$ cat src/design/mep_pkg.sv
package mep_pkg;

  localparam int NUM_ENCODERS = 3;

  // Input request codes
  localparam logic [1:0] REQ_RX_BYTE   = 2'd0;
  localparam logic [1:0] REQ_POLL      = 2'd1;
  localparam logic [1:0] REQ_CALIBRATE = 2'd2;
  localparam logic [1:0] REQ_PAUSE     = 2'd3;

  // Result kinds
  localparam logic [1:0] KIND_REQUEST    = 2'd0;
  localparam logic [1:0] KIND_READING    = 2'd1;
  localparam logic [1:0] KIND_REJECTED   = 2'd2;
  localparam logic [1:0] KIND_CALIBRATED = 2'd3;

  // Configuration register indexes
  localparam logic [1:0] CFG_INVERT_MASK  = 2'd0;
  localparam logic [1:0] CFG_INVERT_SPAN  = 2'd1;
  localparam logic [1:0] CFG_TWO_REG_MASK = 2'd2;

  localparam logic [7:0]  FUNC_READ_HOLDING = 8'h03;
  localparam logic [15:0] SPAN_RESET        = 16'd4096;
  localparam logic [15:0] CRC_INIT          = 16'hFFFF;
  localparam logic [15:0] CRC_POLY          = 16'hA001;

  typedef logic [7:0][15:0] crc_table_t;

  // Modbus CRC-16 over one byte, reflected polynomial.
  function automatic logic [15:0] crc_feed(logic [15:0] crc, logic [7:0] data);
    logic [15:0] c;
    c = crc ^ {8'h00, data};
    for (int k = 0; k < 8; k++) begin
      c = c[0] ? ((c >> 1) ^ CRC_POLY) : (c >> 1);
    end
    return c;
  endfunction

  // CRC of every possible request frame, indexed by {two registers, address}.
  function automatic crc_table_t poll_crc_table();
    crc_table_t tbl;
    logic [15:0] c;
    logic [2:0]  idx;
    for (int e = 0; e < 8; e++) begin
      idx = 3'(e);
      c = CRC_INIT;
      c = crc_feed(c, {6'd0, idx[1:0]});
      c = crc_feed(c, FUNC_READ_HOLDING);
      c = crc_feed(c, 8'h00);
      c = crc_feed(c, 8'h00);
      c = crc_feed(c, 8'h00);
      c = crc_feed(c, idx[2] ? 8'd2 : 8'd1);
      tbl[e] = c;
    end
    return tbl;
  endfunction

  localparam crc_table_t POLL_CRC = poll_crc_table();

  typedef struct packed {
    logic [1:0]  kind;
    logic [1:0]  id;
    logic        two_regs;
    logic [15:0] crc;
    logic [31:0] raw;
    logic [31:0] off;
    logic        all_ready;
  } result_t;

endpackage

$ cat src/design/mep_in_if.sv
interface mep_in_if;
  logic        valid;
  logic        ready;
  logic [1:0]  req_type;
  logic        first_byte;
  logic [7:0]  rx_byte;
  logic [15:0] pause_ticks;

  modport source (output valid, req_type, first_byte, rx_byte, pause_ticks, input ready);
  modport sink (input valid, req_type, first_byte, rx_byte, pause_ticks, output ready);
endinterface

$ cat src/design/mep_out_if.sv
interface mep_out_if;
  logic        valid;
  logic        ready;
  logic [1:0]  kind;
  logic [1:0]  encoder_id;
  logic [7:0]  tx_byte;
  logic [31:0] reading;
  logic [31:0] position;
  logic        all_ready;
  logic        last;

  modport source (output valid, kind, encoder_id, tx_byte, reading, position,
                  all_ready, last, input ready);
  modport sink (input valid, kind, encoder_id, tx_byte, reading, position,
                all_ready, last, output ready);
endinterface

$ cat src/design/modbus_encoder_poller.sv
// Latency: an item's first result is presented the cycle after it is accepted.
// Throughput: one item per cycle; a poll that sends a request holds the result
// register for its eight request bytes, so the next item is taken with the eighth
// byte when results are taken at once.
// Any item waits while the receiver holds off a result that is still pending.
// Reset (rst, synchronous, active high) restores the configuration defaults,
// clears readings, offsets, poll address and pause, and waits for a first byte.
module modbus_encoder_poller
  import mep_pkg::*;
(
  input  logic        clk,
  input  logic        rst,
  input  logic        cfg_write,
  input  logic [1:0]  cfg_index,
  input  logic [15:0] cfg_data,
  mep_in_if.sink      req,
  mep_out_if.source   res
);

  logic [2:0]  invert_mask;
  logic [15:0] invert_span;
  logic [2:0]  two_register_mask;

  logic [1:0]  poll_address, poll_address_next;
  logic [15:0] pause_count, pause_count_next;
  logic [31:0] raw_readings [NUM_ENCODERS];
  logic [31:0] raw_next [NUM_ENCODERS];
  logic [31:0] zero_offsets [NUM_ENCODERS];
  logic [31:0] offsets_next [NUM_ENCODERS];
  logic [8:0]  rx_index, rx_index_next;
  logic [7:0]  rx_count, rx_count_next;
  logic [15:0] rx_crc, rx_crc_next;
  logic [31:0] rx_accum, rx_accum_next;
  logic        rx_discard, rx_discard_next;

  result_t     desc, desc_new;
  logic        desc_valid;
  logic [2:0]  beat;
  logic        desc_last;
  logic        emit;
  logic        fire;

  // Working values of the receive path
  logic [8:0]  idx0;
  logic [7:0]  cnt0;
  logic [15:0] crc1;
  logic [31:0] acc0;
  logic [8:0]  data_end;
  logic [1:0]  slot;
  logic [31:0] value;
  logic        reject;
  logic [1:0]  next_addr;
  logic        ready_all;

  assign desc_last = (desc.kind != KIND_REQUEST) || (beat == 3'd7);
  assign req.ready = !desc_valid || (res.ready && desc_last);
  assign fire      = req.valid && req.ready;

  always_ff @(posedge clk) begin
    if (rst) begin
      invert_mask       <= 3'd4;
      invert_span       <= SPAN_RESET;
      two_register_mask <= 3'd3;
    end else if (cfg_write) begin
      case (cfg_index)
        CFG_INVERT_MASK:  invert_mask       <= cfg_data[2:0];
        CFG_INVERT_SPAN:  invert_span       <= cfg_data;
        CFG_TWO_REG_MASK: two_register_mask <= cfg_data[2:0];
        default: ;
      endcase
    end
  end

  always_comb begin
    poll_address_next = poll_address;
    pause_count_next  = pause_count;
    raw_next          = raw_readings;
    offsets_next      = zero_offsets;
    rx_index_next     = rx_index;
    rx_count_next     = rx_count;
    rx_crc_next       = rx_crc;
    rx_accum_next     = rx_accum;
    rx_discard_next   = rx_discard;
    emit              = 1'b0;
    reject            = 1'b0;
    desc_new          = '0;

    idx0     = req.first_byte ? 9'd0 : rx_index;
    cnt0     = req.first_byte ? 8'd0 : rx_count;
    acc0     = req.first_byte ? 32'd0 : rx_accum;
    crc1     = crc_feed(req.first_byte ? CRC_INIT : rx_crc, req.rx_byte);
    data_end = 9'd3 + {1'b0, cnt0};
    slot     = poll_address - 2'd1;
    value    = invert_mask[slot] ? ({16'd0, invert_span} - acc0) : acc0;
    next_addr = (32'(poll_address) >= NUM_ENCODERS) ? 2'd1 : poll_address + 2'd1;

    case (req.req_type)
      REQ_RX_BYTE: begin
        if (req.first_byte || !rx_discard) begin
          rx_discard_next = 1'b0;
          rx_count_next   = cnt0;
          rx_accum_next   = acc0;
          rx_crc_next     = crc1;
          rx_index_next   = idx0 + 9'd1;
          if (idx0 == 9'd0) begin
            reject = (poll_address == 2'd0) || (req.rx_byte != {6'd0, poll_address});
          end else if (idx0 == 9'd1) begin
            reject = (req.rx_byte != FUNC_READ_HOLDING);
          end else if (idx0 == 9'd2) begin
            rx_count_next = req.rx_byte;
          end else if (idx0 < data_end) begin
            rx_accum_next = {acc0[23:0], req.rx_byte};
          end else if (idx0 != data_end) begin
            // Final CRC byte: the remainder over the whole frame must be zero.
            if (crc1 != 16'd0 || poll_address == 2'd0) begin
              reject = 1'b1;
            end else begin
              rx_discard_next  = 1'b1;
              raw_next[slot]   = value;
              emit             = 1'b1;
              desc_new.kind    = KIND_READING;
              desc_new.id      = poll_address;
              desc_new.raw     = value;
              desc_new.off     = zero_offsets[slot];
            end
          end
          if (reject) begin
            rx_discard_next = 1'b1;
            emit            = 1'b1;
            desc_new.kind   = KIND_REJECTED;
            desc_new.id     = poll_address;
          end
        end
      end
      REQ_POLL: begin
        if (pause_count != 16'd0) begin
          pause_count_next = pause_count - 16'd1;
        end else begin
          poll_address_next = next_addr;
          rx_discard_next   = 1'b1;
          emit              = 1'b1;
          desc_new.kind     = KIND_REQUEST;
          desc_new.id       = next_addr;
          desc_new.two_regs = two_register_mask[next_addr - 2'd1];
          desc_new.crc      = POLL_CRC[{two_register_mask[next_addr - 2'd1], next_addr}];
        end
      end
      REQ_CALIBRATE: begin
        offsets_next  = raw_readings;
        emit          = 1'b1;
        desc_new.kind = KIND_CALIBRATED;
      end
      default: begin
        pause_count_next = req.pause_ticks;
      end
    endcase

    ready_all = 1'b1;
    for (int k = 0; k < NUM_ENCODERS; k++) begin
      if (raw_next[k] == 32'd0) ready_all = 1'b0;
    end
    desc_new.all_ready = ready_all;
  end

  always_ff @(posedge clk) begin
    if (rst) begin
      poll_address <= '0;
      pause_count  <= '0;
      rx_index     <= '0;
      rx_count     <= '0;
      rx_crc       <= CRC_INIT;
      rx_accum     <= '0;
      rx_discard   <= 1'b1;
      desc_valid   <= 1'b0;
      beat         <= '0;
      for (int k = 0; k < NUM_ENCODERS; k++) begin
        raw_readings[k] <= '0;
        zero_offsets[k] <= '0;
      end
    end else begin
      if (fire) begin
        poll_address <= poll_address_next;
        pause_count  <= pause_count_next;
        rx_index     <= rx_index_next;
        rx_count     <= rx_count_next;
        rx_crc       <= rx_crc_next;
        rx_accum     <= rx_accum_next;
        rx_discard   <= rx_discard_next;
        raw_readings <= raw_next;
        zero_offsets <= offsets_next;
      end
      if (fire && emit) begin
        desc_valid <= 1'b1;
        beat       <= '0;
      end else if (desc_valid && res.ready) begin
        if (desc_last) begin
          desc_valid <= 1'b0;
          beat       <= '0;
        end else begin
          beat <= beat + 3'd1;
        end
      end
    end
  end

  always_ff @(posedge clk) begin
    if (fire && emit) begin
      desc <= desc_new;
    end
  end

  always_comb begin
    res.tx_byte = 8'h00;
    if (desc.kind == KIND_REQUEST) begin
      case (beat)
        3'd0:    res.tx_byte = {6'd0, desc.id};
        3'd1:    res.tx_byte = FUNC_READ_HOLDING;
        3'd5:    res.tx_byte = desc.two_regs ? 8'd2 : 8'd1;
        3'd6:    res.tx_byte = desc.crc[7:0];
        3'd7:    res.tx_byte = desc.crc[15:8];
        default: res.tx_byte = 8'h00;
      endcase
    end
  end

  assign res.valid      = desc_valid;
  assign res.kind       = desc.kind;
  assign res.encoder_id = desc.id;
  assign res.reading    = desc.raw;
  // Only readings carry a nonzero raw value, so other kinds give position 0.
  assign res.position   = (desc.raw > desc.off) ? (desc.raw - desc.off) : 32'd0;
  assign res.all_ready  = desc.all_ready;
  assign res.last       = desc_last;

  a_request_holds_input: assert property (@(posedge clk) disable iff (rst)
    desc_valid && desc.kind == KIND_REQUEST && beat != 3'd7 |-> !req.ready)
    else $error("input accepted while request bytes are still pending");

  a_beat_only_in_request: assert property (@(posedge clk) disable iff (rst)
    beat != 3'd0 |-> desc_valid && desc.kind == KIND_REQUEST)
    else $error("byte counter running outside a request");

  a_poll_sends_request: assert property (@(posedge clk) disable iff (rst)
    fire && req.req_type == REQ_POLL && pause_count == 16'd0
      |=> desc_valid && rx_discard && desc.kind == KIND_REQUEST)
    else $error("poll tick without a pause did not start a request");

  a_address_in_range: assert property (@(posedge clk) disable iff (rst)
    32'(poll_address) <= NUM_ENCODERS)
    else $error("poll address beyond the encoder count");

endmodule

$ cat src/flat_wrapper.sv
// flat-port wrapper written by rule: the top's interface ports become plain ports
module modbus_encoder_poller_flat import mep_pkg::*;
  (clk, rst, cfg_write, cfg_index, cfg_data, req_valid, req_req_type, req_first_byte, req_rx_byte, req_pause_ticks, req_ready, res_valid, res_kind, res_encoder_id, res_tx_byte, res_reading, res_position, res_all_ready, res_last, res_ready);
  mep_in_if req_i ();
  mep_out_if res_i ();
  input  logic clk;
  input  logic rst;
  input  logic cfg_write;
  input  logic [1:0] cfg_index;
  input  logic [15:0] cfg_data;
  input wire logic [$bits(req_i.valid)-1:0] req_valid;
  input wire logic [$bits(req_i.req_type)-1:0] req_req_type;
  input wire logic [$bits(req_i.first_byte)-1:0] req_first_byte;
  input wire logic [$bits(req_i.rx_byte)-1:0] req_rx_byte;
  input wire logic [$bits(req_i.pause_ticks)-1:0] req_pause_ticks;
  output wire logic [$bits(req_i.ready)-1:0] req_ready;
  output wire logic [$bits(res_i.valid)-1:0] res_valid;
  output wire logic [$bits(res_i.kind)-1:0] res_kind;
  output wire logic [$bits(res_i.encoder_id)-1:0] res_encoder_id;
  output wire logic [$bits(res_i.tx_byte)-1:0] res_tx_byte;
  output wire logic [$bits(res_i.reading)-1:0] res_reading;
  output wire logic [$bits(res_i.position)-1:0] res_position;
  output wire logic [$bits(res_i.all_ready)-1:0] res_all_ready;
  output wire logic [$bits(res_i.last)-1:0] res_last;
  input wire logic [$bits(res_i.ready)-1:0] res_ready;
  assign req_i.valid = req_valid;
  assign req_i.req_type = req_req_type;
  assign req_i.first_byte = req_first_byte;
  assign req_i.rx_byte = req_rx_byte;
  assign req_i.pause_ticks = req_pause_ticks;
  assign req_ready = req_i.ready;
  assign res_valid = res_i.valid;
  assign res_kind = res_i.kind;
  assign res_encoder_id = res_i.encoder_id;
  assign res_tx_byte = res_i.tx_byte;
  assign res_reading = res_i.reading;
  assign res_position = res_i.position;
  assign res_all_ready = res_i.all_ready;
  assign res_last = res_i.last;
  assign res_i.ready = res_ready;
  modbus_encoder_poller u_core (.clk(clk), .rst(rst), .cfg_write(cfg_write), .cfg_index(cfg_index), .cfg_data(cfg_data), .req(req_i), .res(res_i));
endmodule
$ cat config.mk
export PLATFORM = sky130hd
export DESIGN_NAME = modbus_encoder_poller_flat
export DESIGN_NICKNAME = d
export VERILOG_FILES = /design/src/design/mep_pkg.sv /design/src/design/mep_in_if.sv /design/src/design/mep_out_if.sv /design/src/design/modbus_encoder_poller.sv /design/src/flat_wrapper.sv
export SDC_FILE = /design/constraint.sdc
export NUM_CORES = 1
export LEC_CHECK = 0
export BUFFER_PORTS_ARGS = -buffer_cell sky130_fd_sc_hd__buf_2
export CAP_MARGIN = 5
export CELL_PAD_IN_SITES_DETAIL_PLACEMENT = 1
export CELL_PAD_IN_SITES_GLOBAL_PLACEMENT = 2
export CORE_ASPECT_RATIO = 0.5
export CORE_UTILIZATION = 37
export DETAILED_ROUTE_END_ITERATION = 6
export PLACE_DENSITY = 0.8
export SLEW_MARGIN = 20
export SYNTH_ARGS = -nofsm -noshare
export SYNTH_HDL_FRONTEND = slang
export SYNTH_SLANG_ARGS = --single-unit
$ cat constraint.sdc
create_clock -name clk -period 10.4 [get_ports clk]
set_input_delay 2.08 -clock clk [delete_from_list [all_inputs] [get_ports clk]]
set_output_delay 2.08 -clock clk [all_outputs]
set_load 0.1 [all_outputs]
# Yosys cells after proc, flatten, opt, wreduce, memory -nomap -nowiden
# Memories as Yosys holds them, arrays and structs flattened.
# Cells that the tools add are included.
# totals
output_inout_bits	80
mem_count	1
mem_bits_ro	128
ff_bits	388
# classes
n_lt_le_gt_ge	8
n_eq_ne	16
n_reduce_logical	41
add_sub_neg	9
bitwise_logic	16
muxes	83
# mem_list
memory	depth	width	rd	rd_ports_with_merged_regs	write_ports	line_no	source
(name not given)	8	16	1	0	0	modbus_encoder_poller.sv:145	desc_new.crc = POLL_CRC[{two_register_mask[next_addr - 2'd1], next_addr}];
# ops
operator	n
$mux W96	8
$mux W32	10
$mux W16	11
$bwmux W96	1
$logic_not A32 Y1	3
$bmux W32 S2	1
$demux W32 S2	1
$mux W8	5
$pmux W8 S5	1
$gt A32 B32 Y1	1
$pmux W16 S2	1
$reduce_bool A16 Y1	2
$sub A16 B32 Y32	1
$sub A32 B32 Y32	1
$mux W4	7
$not A2 Y3	9
$mux W1	25
$mux W19	1
$sub A16 B1 Y16 const B	1
$xor A16 B8 Y16	1
$reduce_and A2 Y1	5
$add A2 B8 Y9 const A	1
$add A9 B1 Y9 const B	1
$eq A3 B3 Y1 const B	3
39 further kinds	72

# Longest topological paths before layout
# Gate-level depths: netlist (run 1).
# depth
word_depth	34
mapped_depth	21
mapped_depth_nobuf	16

# Worst setup path after synthesis (run 1)
# No wires, ideal clock.
# synth_timing
path_kind	input-to-reg
start	input port req_first_byte
end	register u_core.beat[0]
setup_ns	0.116
n_path_buf	7
setup_slack_ns	2.244
required_ns	10.284
cell_stages	18
arrival_ns	8.040
cell_sequence	buf_2 clkbuf_1 clkbuf_1 buf_1 clkbuf_1 buf_1 buf_1 nor2_1 xor2_1 ha_1 nor3_1 o21ai_0 a2111o_1 nor3b_1 o21a_1 o31a_1 or2_2 nor2_1
# synth_between
word_cells_on_any_way	48
classes_between	add/sub (1); order compare (1); eq/ne (3); mux (28); bitwise (9); reduce/logical (6)
# synth_rtl
item	line_no	source
start: declaration	flat_wrapper.sv:13	input wire logic [$bits(req_i.first_byte)-1:0] req_first_byte;
$mux W16 *	modbus_encoder_poller.sv:91	crc1 = crc_feed(req.first_byte ? CRC_INIT : rx_crc, req.rx_byte);
$xor A16 B8 Y16 *	mep_pkg.sv:32	c = crc ^ {8'h00, data};
$mux W16 * (6 in series)	mep_pkg.sv:34	c = c[0] ? ((c >> 1) ^ CRC_POLY) : (c >> 1);
$not A2 Y3 (no source line) / $mux W16 (equally long branches)	n/a	
$mux W16 * (2 in series)	mep_pkg.sv:34	
via u_core.crc1[15]	modbus_encoder_poller.sv:46	logic [15:0] crc1;
$reduce_bool A16 Y1 *	modbus_encoder_poller.sv:115	if (crc1 != 16'd0 || poll_address == 2'd0) begin
$logic_or A1 B1 Y1 *	modbus_encoder_poller.sv:115	
[... 5 more ...]	n/a	
$mux W1	modbus_encoder_poller.sv:105	if (idx0 == 9'd0) begin
$mux W1	modbus_encoder_poller.sv:99	if (req.first_byte || !rx_discard) begin
$mux W1	modbus_encoder_poller.sv:97	case (req.req_type)
$mux W1 *	modbus_encoder_poller.sv:127	if (reject) begin
$mux W1 *	modbus_encoder_poller.sv:99	
$pmux W1 S3 *	modbus_encoder_poller.sv:97	
$logic_and A1 B1 Y1 *	modbus_encoder_poller.sv:192	if (fire && emit) begin
$reduce_or A2 Y1 (no source line) *	n/a	
end signal: assignment	modbus_encoder_poller.sv:200	beat <= beat + 3'd1;
end: declaration	modbus_encoder_poller.sv:38	logic [2:0] beat;
# The timed path passes the listed nets; every way through them passes the cells marked *. The select of a mux whose other input is x is not followed.
# A chain may end at the register's enable or synchronous reset.

# Worst setup path in the final report (run 1)
# layout_timing
start	register u_core.desc (netlist bit u_core.res.reading[0])
end	output port res_position[17]
# layout_between
elab_chain_len	2
word_cells_on_any_way	3
classes_between	add/sub (1); order compare (1); mux (1)
# layout_lines
item	line_no	source
start: declaration	modbus_encoder_poller.sv:36	result_t desc, desc_new;
start signal: assignment	modbus_encoder_poller.sv:208	desc <= desc_new;
$sub A32 B32 Y32 / $gt A32 B32 Y1 (equally long branches)	modbus_encoder_poller.sv:231	assign res.position = (desc.raw > desc.off) ? (desc.raw - desc.off) : 32'd0;
$mux W32 *	modbus_encoder_poller.sv:231	
end: declaration	flat_wrapper.sv:22	output wire logic [$bits(res_i.position)-1:0] res_position;
# Every way passes the cells marked *; elsewhere a longest branch is shown, timed or not.

==> flow_metrics.py, run 1 <==
metrics = {
    "run_status": {
        "run_status": "finished, final reports clean",
    },
    "layout": {
        "number_of_fill_cells_in_the_layout": 6451,
        "mostFrequentLayoutCells": "519 x nand2_1, 301 x dfxtp_1, 297 x a21oi_1",
        "ff_latch_area_um2": 8330,
        "fin_nets": 2643,
        "num_antenna_cells": 0,
        "syn_to_final_growth_pct": 11.6,
        "drive_above_1_share": 0.113,
        "layout.core_utilization": 0.418,
        "multiInputGateArea_um2": 10800,
        "layout.cells.most_common": "nand2_1",
    },
    "clock_network": {
        "holdBufCountCts": 0,
        "cts-buffers-inserted": 39,
        "clock_tree.root_cell": "clkbuf_16",
        "h-tree-depth": 2,
        "tritoncts_clock_tree": "yes",
        "worstSkewPairLatency_ns": 0.57,
        "post_cts.repair.setup_buffers": 0,
        "post_cts.resized_instances": 0,
        "cts.sink_count": 378,
        "buffer_depth_of_the_longest_clock_path": 3,
        "clk_pin_slew_worst_paths_ns": 0.07,
    },
    "floorplan": {
        "die_width_um": 332,
        "io_pins": 130,
        "die_ar_um2": 55400,
        "placeableCoreArea_um2": 53800,
        "chipHeight_um": 167,
        "initial_utilization": 0.375,
        "number_of_standard_cell_rows_in_the_floorplan": 60,
    },
    "power": {
        "total_switching_power_mw": 1.09,
        "power_frac_comb": 0.161,
        "power_switching_share": 0.302,
        "post-layout-total-power_mw": 3.61,
        "power.share.sequential": 0.427,
        "power.clock.fraction": 0.412,
        "power.leakage_nw": 8.26,
        "power-per-cell-area_nw_per_um2": 161,
        "power.ir.vdd_worst_mv": 0.0884,
        "p_int_mw": 2.52,
    },
    "sta": {
        "tns_ns": 0,
        "hold_ws_ns": 0.453,
        "grt_setup_unrepaired": "false",
        "hold_viol": 0,
        "fin_worst_skew_ns": 0.0297,
        "highest_clock_frequency_the_design_can_meet_mhz": 152,
        "slew_viol_final": 0,
        "final_period_minus_worst_setup_slack_ns": 6.58,
        "slew_headroom": 0.222,
        "timing.final.ws_setup_ns": 3.82,
        "worst-slew-pin-transition_ns": 1.17,
        "min_period_over_period": 0.632,
        "setup-violations-final": 0,
    },
    "worst_setup_path": {
        "critPathLaunch": "u_core.res.reading[0]",
        "path_buf_inv": 4,
        "crit_path_start_kind": "flop",
        "regToRegStartpoint": "u_core.rx_crc[0]",
        "capturing_element_type_of_the_critical_path": "output pin",
        "worst_path_max_delay_cell": "fa_1",
        "crit_family": "compound AO/OA/AOI/OAI gates",
        "crit_required_ns": 8.32,
        "critical_path_arrival_ns": 4.50,
        "worst_path_largest_cell_delay_ns": 0.44,
        "timing.critical_path.cells": "inv_1 -> ha_1 -> inv_1 -> fa_1 -> a21o_1 -> a21o_1 -> a211oi_1 -> o31a_1 -> nor3_1 -> o31a_1 -> o41ai_1 -> o21ai_0 -> o31ai_4 -> buf_8 -> nor3_1 -> buf_2",
        "worst-setup-path-type": "flop to output pin",
        "cp_max_fo": 19,
    },
    "synth": {
        "postSynthAreaPerCell_um2": 8.04,
        "register_bit_count_reported_by_yosys": 378,
        "postSynth.topFlopCell": "dfxtp_1",
        "synth_sequential_area_ratio": 0.414,
        "syn_area_um2": 20100,
        "ys_async_sr_fraction": 0,
        "synth_cells": 2505,
        "synth_enable_flop_cells": 76,
        "count_of_different_cell_masters_after_synthesis": 76,
        "yosysWarningCount": 0,
        "syn_nets": 2632,
    },
    "place": {
        "post-dp-hpwl_um": 49100,
        "port-buffer-count": 129,
        "gp_routability_congestion": 0.902,
        "placement.setup.worst_slack_ns": 3.51,
    },
    "drt": {
        "detail_route.vias_per_cell": 5.53,
        "detail_route.wl_per_cell_um": 21.3,
        "total_detailed_routing_wirelength_um": 69300,
        "ant_nets": 0,
        "pre_antenna_drt_iters": 5,
        "detail_route.iter0.violations": 1325,
        "route.detailed.drc": 0,
        "detailroute.via_count": 18000,
    },
    "job": {
        "max-cap-violations": 0,
    },
    "global_route": {
        "global_route.overflow_total": 0,
        "track_usage": 0.244,
        "global_route_wire_length_before_repair_um": 106000,
        "antenna_violations_before_repair": 2,
        "first_global_vias": 17700,
        "grt_max_degree": 125,
    },
    "min_path": {
        "hp-class": "flop to flop",
        "hold_path.startpoint": "u_core.zero_offsets[33]",
    },
}
-- cell families after synthesis --
family,after synthesis,share of synthesized area
buf+inv,252,0.0551
mux,44,0.0241
flops,378,0.414
fa+ha+maj,77,0.0486
xor+xnor,82,0.0357
compound gates,619,0.190
simple gates,1053,0.233
-- cell type report --
cell class                 instances  share of cell area
multi-input combinational       1875               0.481
tap                              713              0.0397
inverter                          64              0.0107
sequential                       378               0.371
clock inverter                    13             0.00875
clock buffer                      57              0.0501
timing repair buffer             158              0.0392
-- final timing paths --
path / to / slack (ns) / depth (start not counted)
min: u_core.zero_offsets[33] / 0.45 / 2
max reg2reg: u_core.raw_readings[19] / 5.85 / 16
max: res_position[17] / 3.82 / 16
min reg2reg: u_core.zero_offsets[33] / 0.45 / 2
-- power by group through the flow --
| stage | logic, mW | clock network [mW] | registers (mW) |
|---|---|---|---|
| floorplan | 0.458 | 0 | 1.57 |
| global placement | 0.575 | 0 | 1.57 |
| detailed placement | 0.579 | 0 | 1.57 |
| CTS | 0.581 | 1.52 | 1.54 |
| global route | 0.624 | 1.58 | 1.54 |
| finish | 0.583 | 1.49 | 1.54 |
-- state kept, by name (all words and copies together), names as in the netlist --
register,cells
u_core.rx_accum,32
u_core.res.kind,2
u_core.beat,3
u_core.rx_crc,16
u_core.two_register_mask,3
u_core.invert_mask,3
u_core.raw_readings,96
u_core.invert_span,16
u_core.zero_offsets,96
u_core.pause_count,16
u_core.res.all_ready,1
u_core.res.reading,32
u_core.rx_discard,1
u_core.rx_index,9
u_core.rx_count,8
u_core.poll_address,2
u_core.res.encoder_id,2
u_core.desc,39
u_core.res.valid,1
-- synthesized netlist by cell type, types with 11 or more instances --
library cell,instances,area [µm²]
nand2_1,520,1950
dfxtp_1,302,6050
a21oi_1,297,1490
nor2_1,243,912
clkbuf_1,126,473
edfxtp_1,76,2280
ha_1,75,938
o21ai_0,72,360
a22oi_1,64,480
inv_1,64,240
nor2b_1,50,313
xnor2_1,50,438
nor3_1,44,220
buf_4,38,285
mux2_2,35,394
nor4_1,35,219
xor2_1,32,280
a21o_1,31,233
nand3_1,31,155
nand4_1,22,138
a211oi_1,21,158
and3_1,19,119
or3_1,15,93.8
o21bai_1,14,105
a32oi_1,13,114
buf_1,13,48.8
o21a_1,13,97.6
a211o_1,12,105
nand2b_1,11,68.8
-- metal layers --
layer  wire (µm)  vias up  GRT usage
met5           0        -          0
met4        1130        0     0.0493
met3        3020       78     0.0325
met2       31900      346      0.396
met1       33300     8874      0.345
li1            -     8731          -
-- stage by stage --
step                      std cells  cell area, µm²
after detailed placement       3187           21100
after floorplan                2505           20100
after CTS                      3257           22400
final                          3258           22500
after global placement         3187           21100
after global routing           3258           22500
-- tightest hold or removal path, delay by kind of cell (launching register included) --
family | cells | cell delay (ns)
compound gates | 1 | 0.05
flops | 1 | 0.31
simple gates | 1 | 0.05
No activity file was read; power rests on OpenSTA's default activity.
==> run 2, diff against run 1 <==
--- a/config.mk
+++ b/config.mk
@@ -10,9 +10,9 @@
 export CELL_PAD_IN_SITES_DETAIL_PLACEMENT = 1
 export CELL_PAD_IN_SITES_GLOBAL_PLACEMENT = 2
 export CORE_ASPECT_RATIO = 0.5
-export CORE_UTILIZATION = 37
+export CORE_UTILIZATION = 33
 export DETAILED_ROUTE_END_ITERATION = 6
-export PLACE_DENSITY = 0.8
+export PLACE_DENSITY = 0.76
 export SLEW_MARGIN = 20
 export SYNTH_ARGS = -nofsm -noshare
 export SYNTH_HDL_FRONTEND = slang
==> constraint.sdc (replaced) <==
create_clock -name clk -period 5.45 [get_ports clk]
set_input_delay 1.09 -clock clk [delete_from_list [all_inputs] [get_ports clk]]
set_output_delay 1.09 -clock clk [all_outputs]
set_load 0.1 [all_outputs]
==> run 2 against run 1 <==
Worst hold slack got worse by 0.0022 ns; first-iteration DRC count decreased by 19%; utilization decreased by 3.2 points; sequential share of layout area down 0.96 points; critical path depth stayed put; final area up 2.7%; die area up 12%; final cell count is 4.5% higher; clock power up 88%; total power rose by 91%; non-clock buffer count up 47.
==> flow_metrics.py, run 2 (same netlist as run 1, synthesis figures left out) <==
metrics = {
    "run_status": {
        "run_status": "finished, final reports clean",
    },
    "worst_setup_path": {
        "reg2reg_setup_slack_ns": 1.16,
        "worst_path_largest_cell_delay_ns": 0.43,
        "termination_of_the_worst_setup_path": "res_position[12]",
        "crit_cells": 16,
        "cp_max_fo": 8,
        "worst-setup-path-type": "flop to output pin",
        "timing.critical_path.cells": "inv_1 -> ha_1 -> inv_1 -> fa_1 -> a21o_1 -> a21o_1 -> a211oi_1 -> o31a_1 -> nor3_1 -> o31a_1 -> o41ai_2 -> o21ai_1 -> o31ai_4 -> buf_4 -> nor2_1 -> clkbuf_4",
        "capturing_element_type_of_the_critical_path": "output pin",
        "crit_path_start_kind": "flop",
        "regToRegStartpoint": "u_core.rx_crc[0]",
        "critical_path_arrival_ns": 4.14,
        "crit_family": "compound AO/OA/AOI/OAI gates",
        "reg2reg_to": "u_core.res.all_ready",
        "crit_required_ns": 4.36,
        "critPathLaunch": "u_core.res.reading[0]",
        "path_buf_inv": 4,
        "worst_path_max_delay_cell": "fa_1",
        "timing.reg2reg.worst_path_depth": 14,
    },
    "layout": {
        "reg_top3": "u_core.raw_readings: 96 flops, u_core.zero_offsets: 96 flops, u_core.desc: 39 flops",
        "fin_nets": 2690,
        "layout.cells.most_common": "nand2_1",
        "mostFrequentLayoutCells": "519 x nand2_1, 301 x dfxtp_1, 297 x a21oi_1",
        "syn_to_final_growth_pct": 14.6,
        "layout.core_utilization": 0.386,
        "number_of_fill_cells_in_the_layout": 7206,
        "ff_latch_area_um2": 8330,
        "multiInputGateArea_um2": 10800,
        "drive_above_1_share": 0.128,
        "post_layout_nonfiller_instances": 3406,
    },
    "clock_network": {
        "tritoncts_clock_tree": "yes",
        "h-tree-depth": 2,
        "worstSkewPairLatency_ns": 0.57,
        "buffer_depth_of_the_longest_clock_path": 3,
        "clock_tree.root_cell": "clkbuf_16",
        "cts.sink_count": 378,
        "cts-buffers-inserted": 39,
        "clk_pin_slew_worst_paths_ns": 0.06,
    },
    "place": {
        "place_inst": 3331,
        "port-buffer-count": 129,
        "gp_routability_congestion": 0.922,
        "post-dp-hpwl_um": 50600,
    },
    "floorplan": {
        "io_pins": 130,
        "initial_utilization": 0.337,
        "placeableCoreArea_um2": 59700,
        "number_of_standard_cell_rows_in_the_floorplan": 63,
        "chipHeight_um": 177,
        "die_width_um": 351,
        "die_ar_um2": 62100,
    },
    "sta": {
        "setup-violations-final": 0,
        "min_period_over_period": 0.960,
        "tns_ns": 0,
        "hold_viol": 0,
        "final_period_minus_worst_setup_slack_ns": 5.23,
        "fin_worst_skew_ns": 0.0289,
        "slew_viol_final": 0,
        "slew_headroom": 0.269,
        "grt_setup_unrepaired": "false",
        "highest_clock_frequency_the_design_can_meet_mhz": 191,
        "worst-slew-pin-transition_ns": 1.10,
    },
    "power": {
        "power_switching_share": 0.303,
        "power.clock.fraction": 0.406,
        "post-layout-total-power_mw": 6.90,
        "power-per-cell-area_nw_per_um2": 299,
        "total_switching_power_mw": 2.09,
        "power.leakage_nw": 8.52,
        "p_int_mw": 4.81,
        "power.ir.vdd_worst_mv": 0.193,
        "power.share.sequential": 0.426,
        "power_frac_comb": 0.168,
    },
    "job": {
        "max-cap-violations": 0,
    },
    "drt": {
        "detail_route.wl_per_cell_um": 20.5,
        "total_detailed_routing_wirelength_um": 69900,
        "detail_route.iter0.violations": 1068,
        "route.detailed.drc": 0,
        "ant_nets": 0,
        "pre_antenna_drt_iters": 5,
        "detailroute.via_count": 18200,
        "detail_route.vias_per_cell": 5.33,
    },
    "min_path": {
        "hp-class": "flop to flop",
    },
    "global_route": {
        "grt_max_degree": 179,
        "first_global_vias": 18000,
        "global_route_wire_length_before_repair_um": 107000,
        "track_usage": 0.222,
        "global_route.overflow_total": 0,
        "antenna_violations_before_repair": 3,
    },
}
run 2: cell count changes in the layout (fill, tap and decap cells not counted), moves of 4 or more:
cell and delta:
clkbuf_4 +4, buf_4 +62, buf_2 -26, clkbuf_8 -4, clkinv_1 +5, clkinv_2 +5
buf_12 +5, clkbuf_1 -5
run 2: how the worst min path moves through the flow:
stage / startpoint / endpoint / slack [ns] / cells past startpoint
6_report: u_core.zero_offsets[42] / u_core.zero_offsets[42] / 0.45 / 2
5_1_grt: u_core.zero_offsets[19] / u_core.zero_offsets[19] / 0.47 / 2
4_1_cts: u_core.zero_offsets[42] / u_core.zero_offsets[42] / 0.45 / 2
3_5_place_dp: u_core.zero_offsets[42] / u_core.zero_offsets[42] / 0.45 / 2
3_3_place_gp: u_core.zero_offsets[91] / u_core.zero_offsets[91] / 0.44 / 2
2_1_floorplan: u_core.two_register_mask[0] / u_core.two_register_mask[0] / 0.43 / 1
run 2: metal layers:
| metal | vias to the layer above | global-route usage | share of wire |
|---|---|---|---|
| li1 | 8837 | - | - |
| met1 | 8960 | 0.323 | 0.50 |
| met2 | 303 | 0.349 | 0.44 |
| met3 | 67 | 0.0302 | 0.042 |
| met4 | 4 | 0.0400 | 0.015 |
| met5 | - | 0 | 0.00039 |
run 2: per-stage QoR:
stage | hold WS (ns) | cell area (µm²) | setup WS [ns]
6_report | 0.451 | 23100 | 0.220
5_1_grt | 0.470 | 23100 | 0.00370
4_1_cts | 0.455 | 23000 | 0.0564
2_1_floorplan | 0.431 | 20200 | 0.0536
3_3_place_gp | 0.439 | 21600 | 0.0840
3_5_place_dp | 0.446 | 21600 | 0.249
run 2: cell type report:
| type | instances | share of cell area |
|---|---|---|
| clock inverter | 24 | 0.0124 |
| sequential | 378 | 0.361 |
| multi-input combinational | 1875 | 0.467 |
| inverter | 64 | 0.0104 |
| timing repair buffer | 205 | 0.0598 |
| tap | 812 | 0.0441 |
| antenna | 1 | 0.000109 |
| clock buffer | 47 | 0.0445 |
run 2: worst reg2reg max path, stage by stage (launching register included):
cell	delay, ns
dfxtp_1	0.33
xnor2_1	0.30
xnor2_1	0.18
nor2_1	0.07
xnor2_1	0.19
xnor2_1	0.17
ha_1	0.17
nor4b_1	0.24
o2111ai_1	0.17
or4b_1	0.57
a2111oi_2	0.37
nand4b_1	0.33
buf_4	0.43
o41ai_1	0.44
nor3_1	0.11
run 2: power by group through the flow:
stage | Clock [mW] | Sequential, mW | Combinational [mW]
global route | 2.97 | 2.95 | 1.24
CTS | 2.86 | 2.94 | 1.15
floorplan | 0 | 2.99 | 0.877
detailed placement | 0 | 3.00 | 1.14
global placement | 0 | 3.00 | 1.13
finish | 2.80 | 2.94 | 1.16
run 2: timing repair:
action / CTS / global route
hold buffers: 0 / 0
setup endpoints to repair: 31 / 32
resized for setup: 2 / 52
setup buffers: 3 / 0
cloned: 0 / 0
==> run 3, diff against run 2 <==
--- a/config.mk
+++ b/config.mk
@@ -10,9 +10,9 @@
 export CELL_PAD_IN_SITES_DETAIL_PLACEMENT = 1
 export CELL_PAD_IN_SITES_GLOBAL_PLACEMENT = 2
 export CORE_ASPECT_RATIO = 0.5
-export CORE_UTILIZATION = 33
+export CORE_UTILIZATION = 37
 export DETAILED_ROUTE_END_ITERATION = 6
-export PLACE_DENSITY = 0.76
+export PLACE_DENSITY = 0.8
 export SLEW_MARGIN = 20
 export SYNTH_ARGS = -nofsm -noshare
 export SYNTH_HDL_FRONTEND = slang
==> constraint.sdc (replaced) <==
create_clock -name clk -period 5.6 [get_ports clk]
set_input_delay 1.12 -clock clk [delete_from_list [all_inputs] [get_ports clk]]
set_output_delay 1.12 -clock clk [all_outputs]
set_load 0.1 [all_outputs]
==> run 3 against run 2 <==
Wire length down 1.2%; critical endpoint is now res_position[4]; sequential share of layout area up 0.47 points; critical path type unchanged; clock-buffer cell count up 10.
==> flow_metrics.py, run 3 (same netlist as run 1, synthesis figures left out) <==
metrics = {
    "min_path": {
        "min_path_cells": 2,
        "hp-class": "flop to flop",
    },
    "global_route": {
        "first_global_vias": 18200,
        "global_route.overflow_total": 0,
        "global_route_wire_length_before_repair_um": 107000,
        "track_usage": 0.244,
        "grt_max_degree": 192,
        "antenna_violations_before_repair": 5,
    },
    "place": {
        "gp_routability_congestion": 0.926,
        "place_inst": 3225,
        "port-buffer-count": 129,
        "post-dp-hpwl_um": 49400,
        "placement.setup.worst_slack_ns": 0.369,
    },
    "sta": {
        "worst-slew-pin-transition_ns": 1.07,
        "slew_viol_final": 0,
        "timing.final.ws_setup_ns": 0.256,
        "hold_ws_ns": 0.454,
        "grt_setup_unrepaired": "true",
        "hold_viol": 0,
        "min_period_over_period": 0.954,
        "final_period_minus_worst_setup_slack_ns": 5.34,
        "fin_worst_skew_ns": 0.0196,
        "slew_headroom": 0.283,
        "setup-violations-final": 0,
        "highest_clock_frequency_the_design_can_meet_mhz": 187,
    },
    "worst_setup_path": {
        "crit_path_start_kind": "flop",
        "timing.critical_path.cells": "inv_1 -> ha_1 -> inv_1 -> fa_1 -> a21o_1 -> a21o_1 -> a211oi_1 -> o31a_1 -> nor3_1 -> o31a_1 -> o41ai_4 -> o21ai_1 -> o31ai_4 -> buf_4 -> nor2_1 -> clkbuf_4",
        "worst_path_max_delay_cell": "fa_1",
        "worst_path_largest_cell_delay_ns": 0.45,
        "timing.reg2reg.worst_path_depth": 14,
        "crit_required_ns": 4.48,
        "worst-setup-path-type": "flop to output pin",
        "capturing_element_type_of_the_critical_path": "output pin",
        "cp_max_fo": 10,
        "critical_path_arrival_ns": 4.22,
    },
    "drt": {
        "detail_route.vias_per_cell": 5.54,
        "route.detailed.drc": 0,
        "detail_route.iter0.violations": 1171,
        "detailroute.via_count": 18300,
        "pre_antenna_drt_iters": 5,
        "detail_route.wl_per_cell_um": 20.9,
        "ant_nets": 0,
        "total_detailed_routing_wirelength_um": 69100,
    },
    "clock_network": {
        "clock_tree.root_cell": "clkbuf_16",
        "worstSkewPairLatency_ns": 0.56,
        "cts.sink_count": 378,
        "tritoncts_clock_tree": "yes",
        "holdBufCountCts": 0,
        "cts-buffers-inserted": 39,
        "h-tree-depth": 2,
        "clk_pin_slew_worst_paths_ns": 0.06,
        "buffer_depth_of_the_longest_clock_path": 3,
    },
    "layout": {
        "number_of_fill_cells_in_the_layout": 6477,
        "drive_above_1_share": 0.125,
        "layout.cells.most_common": "nand2_1",
        "fin_nets": 2683,
        "reg_top3": "u_core.raw_readings: 96 flops, u_core.zero_offsets: 96 flops, u_core.desc: 39 flops",
        "mostFrequentLayoutCells": "519 x nand2_1, 301 x dfxtp_1, 296 x a21oi_1",
        "post_layout_nonfiller_instances": 3302,
        "layout.core_utilization": 0.423,
        "syn_to_final_growth_pct": 13.1,
    },
    "floorplan": {
        "number_of_standard_cell_rows_in_the_floorplan": 60,
        "chipHeight_um": 167,
        "placeableCoreArea_um2": 53800,
        "die_ar_um2": 55400,
        "die_width_um": 332,
        "initial_utilization": 0.375,
        "io_pins": 130,
    },
    "power": {
        "power.clock.fraction": 0.392,
        "power_switching_share": 0.305,
        "power_frac_comb": 0.171,
        "power.ir.vdd_worst_mv": 0.190,
        "p_int_mw": 4.55,
        "total_switching_power_mw": 2.00,
        "post-layout-total-power_mw": 6.55,
        "power.leakage_nw": 8.43,
        "power.share.sequential": 0.437,
        "power-per-cell-area_nw_per_um2": 288,
    },
    "run_status": {
        "run_status": "finished, final reports clean",
    },
    "job": {
        "max-cap-violations": 0,
    },
}
## run 3: through the flow
step,setup TNS [ns],cell area [µm²]
after global placement,0,21400
after CTS,0,22600
after global routing,-0.0490,22800
after floorplan,0,20100
after detailed placement,0,21400
final,0,22800
## run 3: path summary, 6_finish.rpt
path	start	end	slack [ns]
hold / removal	u_core.zero_offsets[88]	u_core.zero_offsets[88]	0.45
setup reg to reg	u_core.rx_crc[4]	u_core.res.all_ready	1.33
setup / recovery	u_core.res.reading[0]	res_position[4]	0.26
hold reg to reg	u_core.zero_offsets[88]	u_core.zero_offsets[88]	0.45
## run 3: critical path, delay by kind of cell (launching register included)
family / cells / cell delay, ns
AO/OA/AOI/OAI: 8 / 1.82
adder cells (fa/ha/maj): 2 / 0.63
buffers and inverters: 4 / 0.66
flip-flops: 1 / 0.41
AND/OR/NAND/NOR: 2 / 0.14
## run 3: timing repair
item / in CTS / in global routing
pin swaps: 0 / 0
setup buffers: 0 / 3
setup endpoints to repair: 16 / 32
resized for setup: 2 / 36
## run 3: final cells by class
cell class | instances | area [µm²] | area share
multi-input cells | 1875 | 10800 | 0.474
clock inverters | 14 | 119 | 0.00522
repair buffers | 198 | 1280 | 0.0563
well taps | 713 | 892 | 0.0392
diodes | 3 | 7.51 | 0.000330
inverters | 64 | 240 | 0.0106
flip-flops and latches | 378 | 8330 | 0.366
clock buffers | 57 | 1100 | 0.0485
## run 3: layer usage
metal | vias to the layer above | GRT usage | wire, µm | part of all wire
met3 | 110 | 0.0369 | 3460 | 0.050
met4 | 6 | 0.0684 | 1890 | 0.027
met2 | 386 | 0.384 | 30100 | 0.44
li1 | 8829 | - | - | -
met1 | 8975 | 0.345 | 33600 | 0.49
met5 | - | 0 | 47 | 0.00068
## run 3: power by group through the flow
stage | clock (mW) | combinational [mW] | sequential [mW]
6_report | 2.56 | 1.12 | 2.86
5_1_grt | 2.73 | 1.20 | 2.87
4_1_cts | 2.62 | 1.10 | 2.86
3_5_place_dp | 0 | 1.10 | 2.92
3_3_place_gp | 0 | 1.09 | 2.92
2_1_floorplan | 0 | 0.852 | 2.91
